`src/sv/sscd_pkg.sv`:
```
package sscd_pkg;

	localparam int NUM_SERVOS  = 6;
	localparam int COORD_CHARS = 9;

	localparam int CHAR_W     = 8;
	localparam int CHARS_MAX  = 9;
	localparam int CHARS_W    = CHARS_MAX * CHAR_W;
	localparam int DIGITS_W   = 3 * CHAR_W;
	localparam int SERVO_W    = 3;
	localparam int ANGLE_W    = 10;
	localparam int PULSE_W    = 12;
	localparam int ADDR_W     = 5;
	localparam int CFG_IDX_W  = 1;
	localparam int COUNT_W    = $clog2(COORD_CHARS);
	localparam int FIFO_DEPTH = 4;
	localparam int FIFO_PTR_W = $clog2(FIFO_DEPTH);

	// pulse mapping arithmetic
	localparam int SPAN_W      = PULSE_W + 1;
	localparam int PROD_W      = ANGLE_W + 1 + SPAN_W;
	localparam int MAG_W       = PROD_W - 1;
	localparam int ANGLE_FULL  = 180;
	localparam int RECIP_SHIFT = 30;
	localparam longint RECIP_VAL = ((64'd1 << RECIP_SHIFT) + ANGLE_FULL - 1) / ANGLE_FULL;
	localparam int RECIP_W     = 23;
	localparam logic [RECIP_W-1:0] RECIP = RECIP_W'(RECIP_VAL);
	localparam int QUOT_W      = 15;
	localparam int SUM_W       = QUOT_W + 2;

	localparam logic [CHAR_W-1:0] CH_S    = 8'h73;
	localparam logic [CHAR_W-1:0] CH_A    = 8'h61;
	localparam logic [CHAR_W-1:0] CH_P    = 8'h70;
	localparam logic [CHAR_W-1:0] CH_ZERO = 8'h30;
	localparam logic [CHAR_W-1:0] CH_NINE = 8'h39;

	localparam logic [PULSE_W-1:0] PULSE_MIN_RST = 12'd110;
	localparam logic [PULSE_W-1:0] PULSE_MAX_RST = 12'd510;
	localparam logic [PULSE_W-1:0] PULSE_LIMIT   = 12'd4095;
	localparam logic [ADDR_W-1:0]  ADDR_BASE     = 5'd6;
	localparam logic [SERVO_W-1:0] SERVO_RST     = 3'd5;

	typedef enum logic [CFG_IDX_W-1:0] {
		CFG_PULSE_MIN = 1'b0,
		CFG_PULSE_MAX = 1'b1
	} cfg_idx_t;

	typedef enum logic {
		KIND_MOVE  = 1'b0,
		KIND_COORD = 1'b1
	} kind_t;

	typedef enum logic [2:0] {
		MODE_SELECT       = 3'd0,
		MODE_ANGLE_ARMED  = 3'd1,
		MODE_ANGLE_DIGITS = 3'd2,
		MODE_POS_ARMED    = 3'd3,
		MODE_POS_CHARS    = 3'd4
	} mode_t;

	// one decoded command; angle digits sit in the top three chars
	typedef struct packed {
		kind_t                kind;
		logic [SERVO_W-1:0]   servo;
		logic [CHARS_W-1:0]   chars;
	} cmd_t;

	typedef struct packed {
		logic [PULSE_W-1:0] pulse_min;
		logic [PULSE_W-1:0] pulse_max;
	} cfg_t;

	function automatic logic is_digit(input logic [CHAR_W-1:0] ch);
		return (ch >= CH_ZERO) && (ch <= CH_NINE);
	endfunction

	// leading decimal digits of three chars, first char in the top byte
	function automatic logic [ANGLE_W-1:0] leading_number(input logic [DIGITS_W-1:0] d);
		logic [ANGLE_W-1:0] v;
		logic               run;
		logic [CHAR_W-1:0]  ch;
		v   = '0;
		run = 1'b1;
		for (int k = 0; k < 3; k++) begin
			ch = d[(2 - k) * CHAR_W +: CHAR_W];
			if (run && is_digit(ch)) begin
				v = ANGLE_W'(v * ANGLE_W'(10) + ANGLE_W'(ch - CH_ZERO));
			end else begin
				run = 1'b0;
			end
		end
		return v;
	endfunction

endpackage

```
`src/sv/sscd_if.sv`:
```
interface sscd_rx_if import sscd_pkg::*; ();
	logic              valid;
	logic              ready;
	logic [CHAR_W-1:0] rx_char;

	modport source (output valid, output rx_char, input ready);
	modport sink (input valid, input rx_char, output ready);
endinterface

interface sscd_res_if import sscd_pkg::*; ();
	logic                 valid;
	logic                 ready;
	logic                 kind;
	logic [SERVO_W-1:0]   servo_index;
	logic [ANGLE_W-1:0]   angle_value;
	logic [PULSE_W-1:0]   pulse_count;
	logic [ADDR_W-1:0]    register_address;
	logic [DIGITS_W-1:0]  x_chars;
	logic [DIGITS_W-1:0]  y_chars;
	logic [DIGITS_W-1:0]  z_chars;

	modport source (output valid, output kind, output servo_index, output angle_value,
		output pulse_count, output register_address, output x_chars, output y_chars,
		output z_chars, input ready);
	modport sink (input valid, input kind, input servo_index, input angle_value,
		input pulse_count, input register_address, input x_chars, input y_chars,
		input z_chars, output ready);
endinterface

interface sscd_cfg_if import sscd_pkg::*; ();
	logic                 valid;
	logic                 ready;
	logic [CFG_IDX_W-1:0] index;
	logic [PULSE_W-1:0]   data;

	modport source (output valid, output index, output data, input ready);
	modport sink (input valid, input index, input data, output ready);
endinterface

```
`src/sv/serial_servo_command_decoder_core.sv`:
```
// Serial servo command decoder: takes one received byte per request and
// decodes 's' (select, then '0'..'5' picks a servo), 'a' (angle, the letter
// itself is swallowed and the next three bytes are angle chars) and 'p'
// (position, the letter itself is swallowed and the next nine bytes are
// chars). A finished angle gives a move result with the servo, the decoded
// angle, the pulse count pulse_min + angle*(pulse_max-pulse_min)/180 clamped
// to 0..4095 and the channel register address 6+4*servo; a finished
// position gives the nine chars packed three to a field. Throughput is one
// byte per cycle while the result side and the queue do not stall: the
// front decoder, the four-entry command queue and the four-stage mapping
// pipe each take a request every cycle. A result passes through the
// queue, written at the edge that takes its final byte, and then the four
// pipe stages (digit conversion, angle times span, reciprocal multiply for
// the /180, add and clamp into the result register). A stalled result holds
// the whole pipe; once the queue is full the rx side stops taking bytes.
// pulse_min and pulse_max are written through the cfg port.
module serial_servo_command_decoder_core import sscd_pkg::*; (
	input  logic        clk,
	input  logic        arst_n,
	sscd_rx_if.sink     rx,
	sscd_res_if.source  res,
	sscd_cfg_if.sink    cfg
);

	cfg_t cfg_q;
	cmd_t push_cmd, pop_cmd;
	logic push_valid, push_ready;
	logic pop_valid, pop_ready;

	// config writes are always taken
	assign cfg.ready = 1'b1;

	always_ff @(posedge clk or negedge arst_n) begin
		if (!arst_n) begin
			cfg_q.pulse_min <= PULSE_MIN_RST;
			cfg_q.pulse_max <= PULSE_MAX_RST;
		end else if (cfg.valid) begin
			unique case (cfg_idx_t'(cfg.index))
				CFG_PULSE_MIN: cfg_q.pulse_min <= cfg.data;
				CFG_PULSE_MAX: cfg_q.pulse_max <= cfg.data;
				default:       cfg_q <= cfg_q;
			endcase
		end
	end

	// byte decoder and mode tracking
	sscd_front u_front (
		.clk        (clk),
		.arst_n     (arst_n),
		.rx         (rx),
		.push_cmd   (push_cmd),
		.push_valid (push_valid),
		.push_ready (push_ready)
	);

	// decouples decoding from the mapping pipe
	sscd_fifo u_fifo (
		.clk       (clk),
		.arst_n    (arst_n),
		.in_cmd    (push_cmd),
		.in_valid  (push_valid),
		.in_ready  (push_ready),
		.out_cmd   (pop_cmd),
		.out_valid (pop_valid),
		.out_ready (pop_ready)
	);

	// angle conversion, pulse mapping and result register
	sscd_back u_back (
		.clk      (clk),
		.arst_n   (arst_n),
		.in_cmd   (pop_cmd),
		.in_valid (pop_valid),
		.in_ready (pop_ready),
		.cfg      (cfg_q),
		.res      (res)
	);

`ifndef SYNTH
	// a command letter never completes a command
	a_letter_no_push: assert property (@(posedge clk) disable iff (!arst_n)
		(rx.valid && rx.ready && (rx.rx_char == CH_A || rx.rx_char == CH_P ||
		rx.rx_char == CH_S)) |-> !push_valid)
		else $error("command letter produced a queue write");

	// the decoder only writes the queue for an accepted byte
	a_push_needs_byte: assert property (@(posedge clk) disable iff (!arst_n)
		push_valid |-> (rx.valid && rx.ready))
		else $error("queue write without an accepted byte");

	// a queue write is never dropped
	a_no_overflow: assert property (@(posedge clk) disable iff (!arst_n)
		push_valid |-> push_ready)
		else $error("queue write while full");
`endif

endmodule

```
`src/sv/sscd_front.sv`:
```
module sscd_front import sscd_pkg::*; (
	input  logic      clk,
	input  logic      arst_n,
	sscd_rx_if.sink   rx,
	output cmd_t      push_cmd,
	output logic      push_valid,
	input  logic      push_ready
);

	mode_t              mode_q, mode_d, eff_mode;
	logic [SERVO_W-1:0] servo_q, servo_d;
	logic [1:0]         dcnt_q, dcnt_d;
	logic [COUNT_W-1:0] ccnt_q, ccnt_d;
	logic [CHAR_W-1:0]  digit_q [2];
	logic [CHAR_W-1:0]  chars_q [CHARS_MAX];
	logic [CHAR_W-1:0]  chars_next [CHARS_MAX];
	logic [CHAR_W-1:0]  ch, sel;
	logic               accept, digit_we, chars_we;

	assign rx.ready = push_ready;
	assign accept   = rx.valid & rx.ready;
	assign ch       = rx.rx_char;
	assign sel      = ch - CH_ZERO;

	always_comb begin
		for (int i = 0; i < CHARS_MAX; i++) begin
			chars_next[i] = (i == int'(ccnt_q)) ? ch : chars_q[i];
		end
	end

	always_comb begin
		priority if (ch == CH_S) begin
			eff_mode = MODE_SELECT;
		end else if (ch == CH_A) begin
			eff_mode = MODE_ANGLE_ARMED;
		end else if (ch == CH_P) begin
			eff_mode = MODE_POS_ARMED;
		end else begin
			eff_mode = mode_q;
		end

		mode_d         = mode_q;
		servo_d        = servo_q;
		dcnt_d         = dcnt_q;
		ccnt_d         = ccnt_q;
		digit_we       = 1'b0;
		chars_we       = 1'b0;
		push_valid     = 1'b0;
		push_cmd.kind  = KIND_MOVE;
		push_cmd.servo = servo_q;
		push_cmd.chars = {digit_q[0], digit_q[1], ch, {(CHARS_W - DIGITS_W){1'b0}}};
		for (int i = 0; i < CHARS_MAX; i++) begin
			if (i >= 3) begin
				push_cmd.chars[(CHARS_MAX - 1 - i) * CHAR_W +: CHAR_W] = '0;
			end
		end

		if (accept) begin
			mode_d = eff_mode;
			unique case (eff_mode)
				MODE_SELECT: begin
					if (is_digit(ch) && (sel < CHAR_W'(NUM_SERVOS))) begin
						servo_d = SERVO_W'(sel);
					end
				end
				MODE_ANGLE_ARMED: mode_d = MODE_ANGLE_DIGITS;
				MODE_ANGLE_DIGITS: begin
					if (dcnt_q == 2'd2) begin
						dcnt_d     = 2'd0;
						push_valid = 1'b1;
					end else begin
						dcnt_d   = dcnt_q + 2'd1;
						digit_we = 1'b1;
					end
				end
				MODE_POS_ARMED: mode_d = MODE_POS_CHARS;
				MODE_POS_CHARS: begin
					chars_we = 1'b1;
					if (ccnt_q == COUNT_W'(COORD_CHARS - 1)) begin
						ccnt_d         = '0;
						push_valid     = 1'b1;
						push_cmd.kind  = KIND_COORD;
						push_cmd.servo = '0;
						for (int i = 0; i < CHARS_MAX; i++) begin
							push_cmd.chars[(CHARS_MAX - 1 - i) * CHAR_W +: CHAR_W] =
								chars_next[i];
						end
					end else begin
						ccnt_d = ccnt_q + COUNT_W'(1);
					end
				end
				default: mode_d = mode_q;
			endcase
		end
	end

	always_ff @(posedge clk or negedge arst_n) begin
		if (!arst_n) begin
			mode_q  <= MODE_SELECT;
			servo_q <= SERVO_RST;
			dcnt_q  <= '0;
			ccnt_q  <= '0;
			for (int i = 0; i < CHARS_MAX; i++) begin
				chars_q[i] <= '0;
			end
		end else begin
			mode_q  <= mode_d;
			servo_q <= servo_d;
			dcnt_q  <= dcnt_d;
			ccnt_q  <= ccnt_d;
			if (chars_we) begin
				for (int i = 0; i < CHARS_MAX; i++) begin
					chars_q[i] <= chars_next[i];
				end
			end
		end
	end

	// angle digits hold no reset value
	always_ff @(posedge clk) begin
		if (digit_we) begin
			digit_q[dcnt_q[0]] <= ch;
		end
	end

endmodule

```
`src/sv/sscd_fifo.sv`:
```
module sscd_fifo import sscd_pkg::*; (
	input  logic clk,
	input  logic arst_n,
	input  cmd_t in_cmd,
	input  logic in_valid,
	output logic in_ready,
	output cmd_t out_cmd,
	output logic out_valid,
	input  logic out_ready
);

	cmd_t                  mem_q [FIFO_DEPTH];
	logic [FIFO_PTR_W-1:0] wr_ptr_q, rd_ptr_q;
	logic [FIFO_PTR_W:0]   cnt_q;
	logic                  push, pop;

	assign in_ready  = cnt_q != (FIFO_PTR_W + 1)'(FIFO_DEPTH);
	assign out_valid = cnt_q != '0;
	assign out_cmd   = mem_q[rd_ptr_q];
	assign push      = in_valid & in_ready;
	assign pop       = out_valid & out_ready;

	always_ff @(posedge clk or negedge arst_n) begin
		if (!arst_n) begin
			wr_ptr_q <= '0;
			rd_ptr_q <= '0;
			cnt_q    <= '0;
		end else begin
			if (push) begin
				wr_ptr_q <= wr_ptr_q + FIFO_PTR_W'(1);
			end
			if (pop) begin
				rd_ptr_q <= rd_ptr_q + FIFO_PTR_W'(1);
			end
			unique case ({push, pop})
				2'b10:   cnt_q <= cnt_q + (FIFO_PTR_W + 1)'(1);
				2'b01:   cnt_q <= cnt_q - (FIFO_PTR_W + 1)'(1);
				default: cnt_q <= cnt_q;
			endcase
		end
	end

	always_ff @(posedge clk) begin
		if (push) begin
			mem_q[wr_ptr_q] <= in_cmd;
		end
	end

endmodule

```
`src/sv/sscd_back.sv`:
```
module sscd_back import sscd_pkg::*; (
	input  logic        clk,
	input  logic        arst_n,
	input  cmd_t        in_cmd,
	input  logic        in_valid,
	output logic        in_ready,
	input  cfg_t        cfg,
	sscd_res_if.source  res
);

	logic                     adv;
	logic                     v_s1, v_s2, v_s3, v_s4;
	kind_t                    kind_s1, kind_s2, kind_s3, kind_s4;
	logic [SERVO_W-1:0]       servo_s1, servo_s2, servo_s3, servo_s4;
	logic [CHARS_W-1:0]       chars_s1, chars_s2, chars_s3, chars_s4;
	logic [ANGLE_W-1:0]       angle_s1, angle_s2, angle_s3, angle_s4;
	logic [ADDR_W-1:0]        addr_s1, addr_s2, addr_s3, addr_s4;
	logic signed [SPAN_W-1:0] span_s1;
	logic signed [PROD_W-1:0] prod_s2;
	logic                     neg_s3;
	logic [QUOT_W-1:0]        quot_s3;
	logic [PULSE_W-1:0]       pulse_s4;
	logic [MAG_W-1:0]         mag;
	logic [MAG_W+RECIP_W-1:0] scaled;
	logic signed [SUM_W-1:0]  sum;
	logic [PULSE_W-1:0]       clamped;

	// the whole pipe moves when the output register is free or drained
	assign adv      = !v_s4 | res.ready;
	assign in_ready = adv;

	// magnitude times reciprocal of 180 gives the truncated quotient
	assign mag    = prod_s2[PROD_W-1] ? MAG_W'(-prod_s2) : MAG_W'(prod_s2);
	assign scaled = (MAG_W + RECIP_W)'(mag) * (MAG_W + RECIP_W)'(RECIP);

	always_comb begin
		sum = $signed({{(SUM_W - PULSE_W){1'b0}}, cfg.pulse_min});
		if (neg_s3) begin
			sum = sum - $signed({2'b00, quot_s3});
		end else begin
			sum = sum + $signed({2'b00, quot_s3});
		end
		priority if (sum < 0) begin
			clamped = '0;
		end else if (sum > $signed({{(SUM_W - PULSE_W){1'b0}}, PULSE_LIMIT})) begin
			clamped = PULSE_LIMIT;
		end else begin
			clamped = PULSE_W'(sum);
		end
	end

	always_ff @(posedge clk or negedge arst_n) begin
		if (!arst_n) begin
			v_s1 <= 1'b0;
			v_s2 <= 1'b0;
			v_s3 <= 1'b0;
			v_s4 <= 1'b0;
		end else if (adv) begin
			v_s1 <= in_valid;
			v_s2 <= v_s1;
			v_s3 <= v_s2;
			v_s4 <= v_s3;
		end
	end

	always_ff @(posedge clk) begin
		if (adv) begin
			kind_s1  <= in_cmd.kind;
			servo_s1 <= in_cmd.servo;
			chars_s1 <= in_cmd.chars;
			angle_s1 <= leading_number(in_cmd.chars[CHARS_W-1 -: DIGITS_W]);
			addr_s1  <= ADDR_BASE + {in_cmd.servo, 2'b00};
			span_s1  <= $signed({1'b0, cfg.pulse_max}) - $signed({1'b0, cfg.pulse_min});

			kind_s2  <= kind_s1;
			servo_s2 <= servo_s1;
			chars_s2 <= chars_s1;
			angle_s2 <= angle_s1;
			addr_s2  <= addr_s1;
			prod_s2  <= PROD_W'($signed({1'b0, angle_s1})) * PROD_W'(span_s1);

			kind_s3  <= kind_s2;
			servo_s3 <= servo_s2;
			chars_s3 <= chars_s2;
			angle_s3 <= angle_s2;
			addr_s3  <= addr_s2;
			neg_s3   <= prod_s2[PROD_W-1];
			quot_s3  <= scaled[RECIP_SHIFT +: QUOT_W];

			kind_s4  <= kind_s3;
			if (kind_s3 == KIND_COORD) begin
				servo_s4 <= '0;
				angle_s4 <= '0;
				pulse_s4 <= '0;
				addr_s4  <= '0;
				chars_s4 <= chars_s3;
			end else begin
				servo_s4 <= servo_s3;
				angle_s4 <= angle_s3;
				pulse_s4 <= clamped;
				addr_s4  <= addr_s3;
				chars_s4 <= '0;
			end
		end
	end

	assign res.valid            = v_s4;
	assign res.kind             = kind_s4;
	assign res.servo_index      = servo_s4;
	assign res.angle_value      = angle_s4;
	assign res.pulse_count      = pulse_s4;
	assign res.register_address = addr_s4;
	assign res.x_chars          = chars_s4[CHARS_W-1 -: DIGITS_W];
	assign res.y_chars          = chars_s4[CHARS_W-DIGITS_W-1 -: DIGITS_W];
	assign res.z_chars          = chars_s4[DIGITS_W-1:0];

endmodule

```
`src/flat_wrapper.sv`:
```
// flat-port wrapper written by rule: the top's interface ports become plain ports
module serial_servo_command_decoder_core_flat import sscd_pkg::*;
  (clk, arst_n, rx_valid, rx_rx_char, rx_ready, res_valid, res_kind, res_servo_index, res_angle_value, res_pulse_count, res_register_address, res_x_chars, res_y_chars, res_z_chars, res_ready, cfg_valid, cfg_index, cfg_data, cfg_ready);
  sscd_rx_if rx_i ();
  sscd_res_if res_i ();
  sscd_cfg_if cfg_i ();
  input  logic clk;
  input  logic arst_n;
  input wire logic [$bits(rx_i.valid)-1:0] rx_valid;
  input wire logic [$bits(rx_i.rx_char)-1:0] rx_rx_char;
  output wire logic [$bits(rx_i.ready)-1:0] rx_ready;
  output wire logic [$bits(res_i.valid)-1:0] res_valid;
  output wire logic [$bits(res_i.kind)-1:0] res_kind;
  output wire logic [$bits(res_i.servo_index)-1:0] res_servo_index;
  output wire logic [$bits(res_i.angle_value)-1:0] res_angle_value;
  output wire logic [$bits(res_i.pulse_count)-1:0] res_pulse_count;
  output wire logic [$bits(res_i.register_address)-1:0] res_register_address;
  output wire logic [$bits(res_i.x_chars)-1:0] res_x_chars;
  output wire logic [$bits(res_i.y_chars)-1:0] res_y_chars;
  output wire logic [$bits(res_i.z_chars)-1:0] res_z_chars;
  input wire logic [$bits(res_i.ready)-1:0] res_ready;
  input wire logic [$bits(cfg_i.valid)-1:0] cfg_valid;
  input wire logic [$bits(cfg_i.index)-1:0] cfg_index;
  input wire logic [$bits(cfg_i.data)-1:0] cfg_data;
  output wire logic [$bits(cfg_i.ready)-1:0] cfg_ready;
  assign rx_i.valid = rx_valid;
  assign rx_i.rx_char = rx_rx_char;
  assign rx_ready = rx_i.ready;
  assign res_valid = res_i.valid;
  assign res_kind = res_i.kind;
  assign res_servo_index = res_i.servo_index;
  assign res_angle_value = res_i.angle_value;
  assign res_pulse_count = res_i.pulse_count;
  assign res_register_address = res_i.register_address;
  assign res_x_chars = res_i.x_chars;
  assign res_y_chars = res_i.y_chars;
  assign res_z_chars = res_i.z_chars;
  assign res_i.ready = res_ready;
  assign cfg_i.valid = cfg_valid;
  assign cfg_i.index = cfg_index;
  assign cfg_i.data = cfg_data;
  assign cfg_ready = cfg_i.ready;
  serial_servo_command_decoder_core u_core (.clk(clk), .arst_n(arst_n), .rx(rx_i), .res(res_i), .cfg(cfg_i));
endmodule
```
`config.mk`:
```
export PLATFORM = sky130hd
export DESIGN_NAME = serial_servo_command_decoder_core_flat
export DESIGN_NICKNAME = d
export VERILOG_FILES = /design/src/sv/sscd_pkg.sv /design/src/sv/sscd_if.sv /design/src/sv/serial_servo_command_decoder_core.sv /design/src/sv/sscd_front.sv /design/src/sv/sscd_fifo.sv /design/src/sv/sscd_back.sv /design/src/flat_wrapper.sv
export SDC_FILE = /design/constraint.sdc
export NUM_CORES = 2
export LEC_CHECK = 0
export BUFFER_PORTS_ARGS = -buffer_cell sky130_fd_sc_hd__buf_2
export CORE_ASPECT_RATIO = 1.4
export CORE_UTILIZATION = 63
export DETAILED_ROUTE_END_ITERATION = 7
export MAX_ROUTING_LAYER = met4
export PLACE_DENSITY = 0.86
export SLEW_MARGIN = 20
export SYNTH_ARGS = -nofsm -noshare
export SYNTH_HDL_FRONTEND = slang
export SYNTH_HIERARCHICAL = 1
export SYNTH_SLANG_ARGS = --single-unit
```
`constraint.sdc`:
```
create_clock -name clk -period 15.75 [get_ports clk]
set_input_delay 1.575 -clock clk [delete_from_list [all_inputs] [get_ports clk]]
set_output_delay 1.575 -clock clk [all_outputs]
set_load 0.02 [all_outputs]
```
# --- Word-level counts from Yosys, hierarchy flattened ---
# Memory sizes are Yosys's and may differ from the RTL's.
# Cells that the tools add are included.
op_classes:
  reduce_logical: 21
  bitwise: 5
  mul: 4
  order_cmp: 11
  eq_ne: 20
  mux: 44
  addsub: 17
ops:
  columns: ["op", "n"]
  rows:
  - ["$mux 76", 3]
  - ["$mux 8", 9]
  - ["$mux 10", 5]
  - ["$mul 23x23->45 const B", 1]
  - ["$ge 8x6->1 const B", 4]
  - ["$le 8x6->1 const B", 4]
  - ["$sub 8x6->9 const B", 3]
  - ["$eq 8x7->1 const B", 3]
  - ["$mul 11x13->24", 1]
  - ["$mux 23", 1]
  - ["$neg 23->23", 1]
  - ["$add 10x10->10", 2]
  - ["$eq 4x4->1 const A", 5]
  - ["$mul 10x3->9 const B", 2]
  - ["$gt 17x13->1 const B", 1]
  - ["$lt 17x1->1 const B", 1]
  - ["$mux 17", 1]
  - ["$add 12x15->16", 1]
  - ["$mux 1", 16]
  - ["$sub 12x15->16", 1]
  - ["$sub 12x12->13", 1]
  - ["$mux 12", 1]
  - ["$reduce_and 2->1", 5]
  - ["$mux 3", 3]
  - ["other kinds (33)", 47]
word_totals:
  ram_bits: 320
  register_bits: 548
  input_bits: 26
  output_inout_bits: 106
  memories: 2
  word_cells: 171
memory_table:
  columns: ["memory", "words", "width", "read_ports", "rd_clocked_by_memory_dff", "wr", "line", "source"]
  rows:
  - ["u_core.u_fifo.mem_q", 4, 76, 1, 0, 1, "sscd_fifo.sv:12", "cmd_t mem_q [FIFO_DEPTH];"]
  - ["u_core.u_front.digit_q", 2, 8, 2, 0, 1, "sscd_front.sv:14", "logic [CHAR_W-1:0] digit_q [2];"]

# --- Longest topological paths before layout ---
# An unclocked memory read counts as a cell.
logic_depth:
  depth_word: 12
  ltp_mapped: 31
  mapped_depth_nobuf: 31

# --- Hierarchy ---
# The synthesis kept the hierarchy.
modules_own_cells:
  columns: ["module", "area_each_um2", "cells_per_inst", "instances"]
  rows:
  - ["sscd_back", 30351.6, 2491, 1]
  - ["sscd_fifo", 11375.9, 435, 1]
  - ["sscd_front", 5104.9, 470, 1]
  - ["serial_servo_command_decoder_core", 980.9, 54, 1]

# --- Least setup slack after synthesis ---
# No wires, ideal clock.
synth_timing:
  path_kind: "input port to flip-flop"
  startpoint: "in res_ready"
  endpoint: "reg u_core.u_fifo.cnt_q[2]"
  path_buffers: 0
  arrival_time_ns: 14.110
  path_stages: 8
  setup_slack_ns: 1.561
  path_cell_list: "nand2b_1 o31a_2 ha_1 inv_1 fa_1 xor2_1 nor2_1 xor2_1"
synth_between:
  elab_chain_cells: 4
  elab_cells_between_ends: 6
  classes_between: "eq/ne: 2; mux: 1; bitwise: 2; reduce/logical: 1"
synth_lines:
  columns: ["item", "line", "source"]
  rows:
  - ["start, declared", "flat_wrapper.sv:21", "input wire logic [$bits(res_i.ready)-1:0] res_ready;"]
  - ["$or 1x1->1 (*)", "sscd_back.sv:29", "assign adv = !v_s4 | res.ready;"]
  - ["$and 1x1->1 (*)", "sscd_fifo.sv:21", "assign pop = out_valid & out_ready;"]
  - ["named net u_core.u_fifo.pop", "sscd_fifo.sv:15", "logic push, pop;"]
  - ["$eq 2x1->1 or $eq 2x2->1 (tied branches)", "sscd_fifo.sv:35", "unique case ({push, pop})"]
  - ["$pmux 3 s2 or $reduce_bool 2->1 (tied branches)", null, null]
  - ["end signal, assigned", "sscd_fifo.sv:36", "2'b10: cnt_q <= cnt_q + (FIFO_PTR_W + 1)'(1);"]
  - ["end signal, assigned", "sscd_fifo.sv:37", "2'b01: cnt_q <= cnt_q - (FIFO_PTR_W + 1)'(1);"]
  - ["end signal, assigned", "sscd_fifo.sv:38", "default: cnt_q <= cnt_q;"]
  - ["end, declared", "sscd_fifo.sv:14", "logic [FIFO_PTR_W:0] cnt_q;"]
# The timed path passes the listed nets; every way through them passes the cells marked *.
# A chain may end at the register's enable or synchronous reset.

# --- Final worst setup path ---
layout_timing:
  startpoint: "reg u_core.u_back.prod_s2[5]"
  endpoint: "reg u_core.u_back.quot_s3[14] (data pin)"
layout_between:
  elab_chain_cells: 3
layout_lines:
  columns: ["item", "line", "source"]
  rows:
  - ["start, declared", "sscd_back.sv:19", "logic signed [PROD_W-1:0] prod_s2;"]
  - ["start signal, assigned", "sscd_back.sv:80", "prod_s2 <= PROD_W'($signed({1'b0, angle_s1})) * PROD_W'(span_s1);"]
  - ["$neg 23->23", "sscd_back.sv:33", "assign mag = prod_s2[PROD_W-1] ? MAG_W'(-prod_s2) : MAG_W'(prod_s2);"]
  - ["$mux 23 (*)", "sscd_back.sv:33", null]
  - ["$mul 23x23->45 (*)", "sscd_back.sv:34", "assign scaled = (MAG_W + RECIP_W)'(mag) * (MAG_W + RECIP_W)'(RECIP);"]
  - ["named net u_core.u_back.scaled[44]", "sscd_back.sv:24", "logic [MAG_W+RECIP_W-1:0] scaled;"]
  - ["end signal, assigned", "sscd_back.sv:88", "quot_s3 <= scaled[RECIP_SHIFT +: QUOT_W];"]
  - ["end, declared", "sscd_back.sv:21", "logic [QUOT_W-1:0] quot_s3;"]
# Marks and branches as above.

==> metrics.cfg <==
[run_status]
status=finished clean

[cts]
ctsHoldBuffers=0
worstSkewPairLatency_ns=0.64
cts.sink_count=853
post_cts_resize_count=0
worst_setup_hold_path_clk_slew_ns=0.07
cts_htree_levels=3
clk_path_buf_depth=3
numCtsBuffers=78
cts-root-buf=clkbuf_16
tritoncts=done
cts_setup_buffers=0

[timing]
finalHoldViolations=0
setup_total_negative_slack_ns=0
report.final.slew_viol_count=0
final-setup-viol-count=0
setup_repair_after_global_routing_missed_its_margin=false
fmaxAchievable_ghz=0.108
slew_headroom_pct=27.7
worst_pin_slew_ns=1.08
layout_worst_path_cycle_share_pct=59.0
final_worst_path_period_need_ns=9.30
worst_clock_skew_ns=0.0302

[yosys]
synth_nets=4102
synth_top_flop_cell=edfxtp_1
synth_most_common_cell=edfxtp_1
synth_commonest_cells=edfxtp_1 (742), inv_1 (494), ha_1 (351)
yosys_warnings=6
synth.area.top_cells=edfxtp_1 (47%), fa_1 (12%), ha_1 (9.2%)
sequential_element_share_of_the_synthesized_area_pct=52.4
asyncSetResetFlopFracSynth_pct=13.0
yosys.cell_types.count=88
netlist_instances=3450
avgSynthCellArea_sq_um=13.9
syn-cell-area_sq_um=47800
number_of_synthesized_flops_with_an_enable_pin=742
synth_seq_cells=853
synth_largest_type_area_fraction_pct=46.6
synth_area_leader_cell=edfxtp_1

[setup_path]
crit_type=flip-flop to flip-flop
worstSetupEndpointType=flip-flop
cpPeakStageDelay_ns=0.56
worst_path_required_ns=16.20
critical_path.reg2reg.startpoint=u_core/u_back/prod_s2[5]
ff2ff_setup_slack_ns=6.45
worst_r2r_endpoint=u_core/u_back/quot_s3[14]
kind_of_launch_point_of_the_worst_setup_path=flip-flop
cp_slowest_cell=or4_4
timing.critical_path.mode_cell=fa_1
reg2reg_depth=26
cp_data_arrival_time_ns=9.75
worst-path-max-fanout=5

[floorplan]
die-area_sq_um=77000
floorplan.core_area_sq_um=75200
boundary_pins=132
floorplan.rows=119
chipHeight_um=328
floorplan.initialDensity_pct=63.6
die_x_um=235

[route]
detail_route.first_pass.iterations=5
post_drt_via_cell_ratio=5.98
final_antenna_net_count=0
drc=0
drt_first_iter_violations=2045
dr_total_vias=27500
average_wire_per_cell_in_the_routed_design_um=22.7
routed_wl_um=104000

[global_routing]
global_route.overflow_total=0
gr_util_all_layers_pct=28.7
maximum_number_of_pins_on_one_net_before_global_route_repair=193
initial_antenna_violation_count=1
first_pass_grt_wire_length_um=162000
grt_pass1_vias=29500

[hold_path]
hold_start=u_core/u_back/chars_s1[62]
hold_class=flip-flop to flip-flop
worst_hold_path_cells=0
endpoint_with_the_worst_hold_slack=u_core/u_back/chars_s2[62]

[finish]
area_growth_syn_to_layout_pct=8.86
area.sequential_sq_um=25100
num-fill-cells=4817
finalNetCount=4221
post_route_cells_drive_above_1_share_pct=14.8
multi_input_comb_area_sq_um=20400

[place]
post-dp-hpwl_um=71100
number_of_buffers_inserted_by_port_buffering=129
place_congestion=0.995

[flow_run]
max-cap-violations=0

==> state kept, by name (all words and copies together) (netlist names), 10 cells and up <==
name	cells
u_core/u_back/angle_s1	10
u_core/u_back/chars_s2	72
u_core/u_back/prod_s2	24
u_core/u_back/res.angle_value	10
u_core/u_back/angle_s3	10
u_core/u_front/chars_q	64
u_core/u_front/digit_q	16
u_core/u_back/res.pulse_count	12
u_core/u_back/chars_s3	72
u_core/cfg_q	24
u_core/u_back/angle_s2	10
u_core/u_back/chars_s1	72
u_core/u_back/chars_s4	72
u_core/u_back/span_s1	13
u_core/u_fifo/mem_q	304
u_core/u_back/quot_s3	15
==> critical path, delay by kind of cell (launching register included) <==
kind	cells	cell delay, ns
AND/OR/NAND/NOR	5	1.96
buffers and inverters	4	0.20
flip-flops	1	0.45
adder cells (fa/ha/maj)	8	3.69
XOR/XNOR	1	0.19
AO/OA/AOI/OAI	8	2.61
==> kinds of logic after synthesis <==
| family | count (synthesis) | share of synthesized area (%) |
|---|---|---|
| xor+xnor | 151 | 2.81 |
| simple gates | 607 | 6.73 |
| compound gates | 383 | 5.18 |
| fa+ha+maj | 626 | 20.7 |
| buf+inv | 602 | 4.93 |
| other cells | 2 | 0.0157 |
| flops | 853 | 52.4 |
| mux | 226 | 7.19 |
==> metrics by stage <==
| step | instance area (sq um) | setup WS, ns | utilization [%] | hold slack (ns) | instances |
|---|---|---|---|---|---|
| detailed placement | 49400 | 6.57 | 65.7 | 0.405 | 4457 |
| finish | 52000 | 6.45 | 69.2 | 0.406 | 4602 |
| global route | 52000 | 6.13 | 69.2 | 0.402 | 4602 |
| CTS | 52000 | 6.48 | 69.2 | 0.398 | 4601 |
| floorplan | 47800 | 1.56 | - | 0.400 | 3450 |
| global placement | 49400 | 6.66 | 65.7 | 0.401 | 4457 |
==> cells in the final DEF, fill, tap and decap left out, drive strengths merged, types with 21 or more instances in the layout <==
master  count
inv       499
xnor2     104
and3       21
and2      173
nand2     167
nor2       80
a21o       50
clkinv     22
buf       146
fa        275
o21ai      67
a21oi     129
xor2       47
clkbuf    105
mux2      141
mux4       76
nor2b      35
dfrtp      96
nand3      52
ha        351
edfxtp    742
==> layout make-up <==
class | count | share of cell area [%]
Antenna cell | 1 | 0.00481
Clock buffer | 105 | 4.22
Clock inverter | 39 | 0.909
Inverter | 495 | 3.57
Multi-Input combinational cell | 1995 | 39.2
Sequential cell | 853 | 48.2
Tap cell | 968 | 2.33
Timing Repair Buffer | 146 | 1.54
==> worst max path at each step <==
stage / startpoint / to / slack (ns) / cells after the start
global placement: u_core/u_back/prod_s2[5] / u_core/u_back/quot_s3[14] / 6.66 / 26
CTS: u_core/u_back/prod_s2[5] / u_core/u_back/quot_s3[14] / 6.48 / 26
global route: u_core/u_back/prod_s2[4] / u_core/u_back/quot_s3[14] / 6.13 / 26
floorplan: res_ready / u_core/u_fifo/cnt_q[2] / 1.56 / 8
detailed placement: u_core/u_back/prod_s2[5] / u_core/u_back/quot_s3[14] / 6.57 / 26
finish: u_core/u_back/prod_s2[5] / u_core/u_back/quot_s3[14] / 6.45 / 26
==> per-layer routing <==
metal / vias to the layer above / share of wire, % / global-route usage [%]
met4: 0 / 5.1 / 14.7
met1: 13900 / 36 / 31.1
met3: 343 / 4.7 / 3.54
met2: 1055 / 54 / 51.7
li1: 12300 / - / -
met5: - / 0 / -
Power is left out: the tool's default activity adds up to more than one toggle a clock period on the data nets, which glitch-free logic cannot reach.
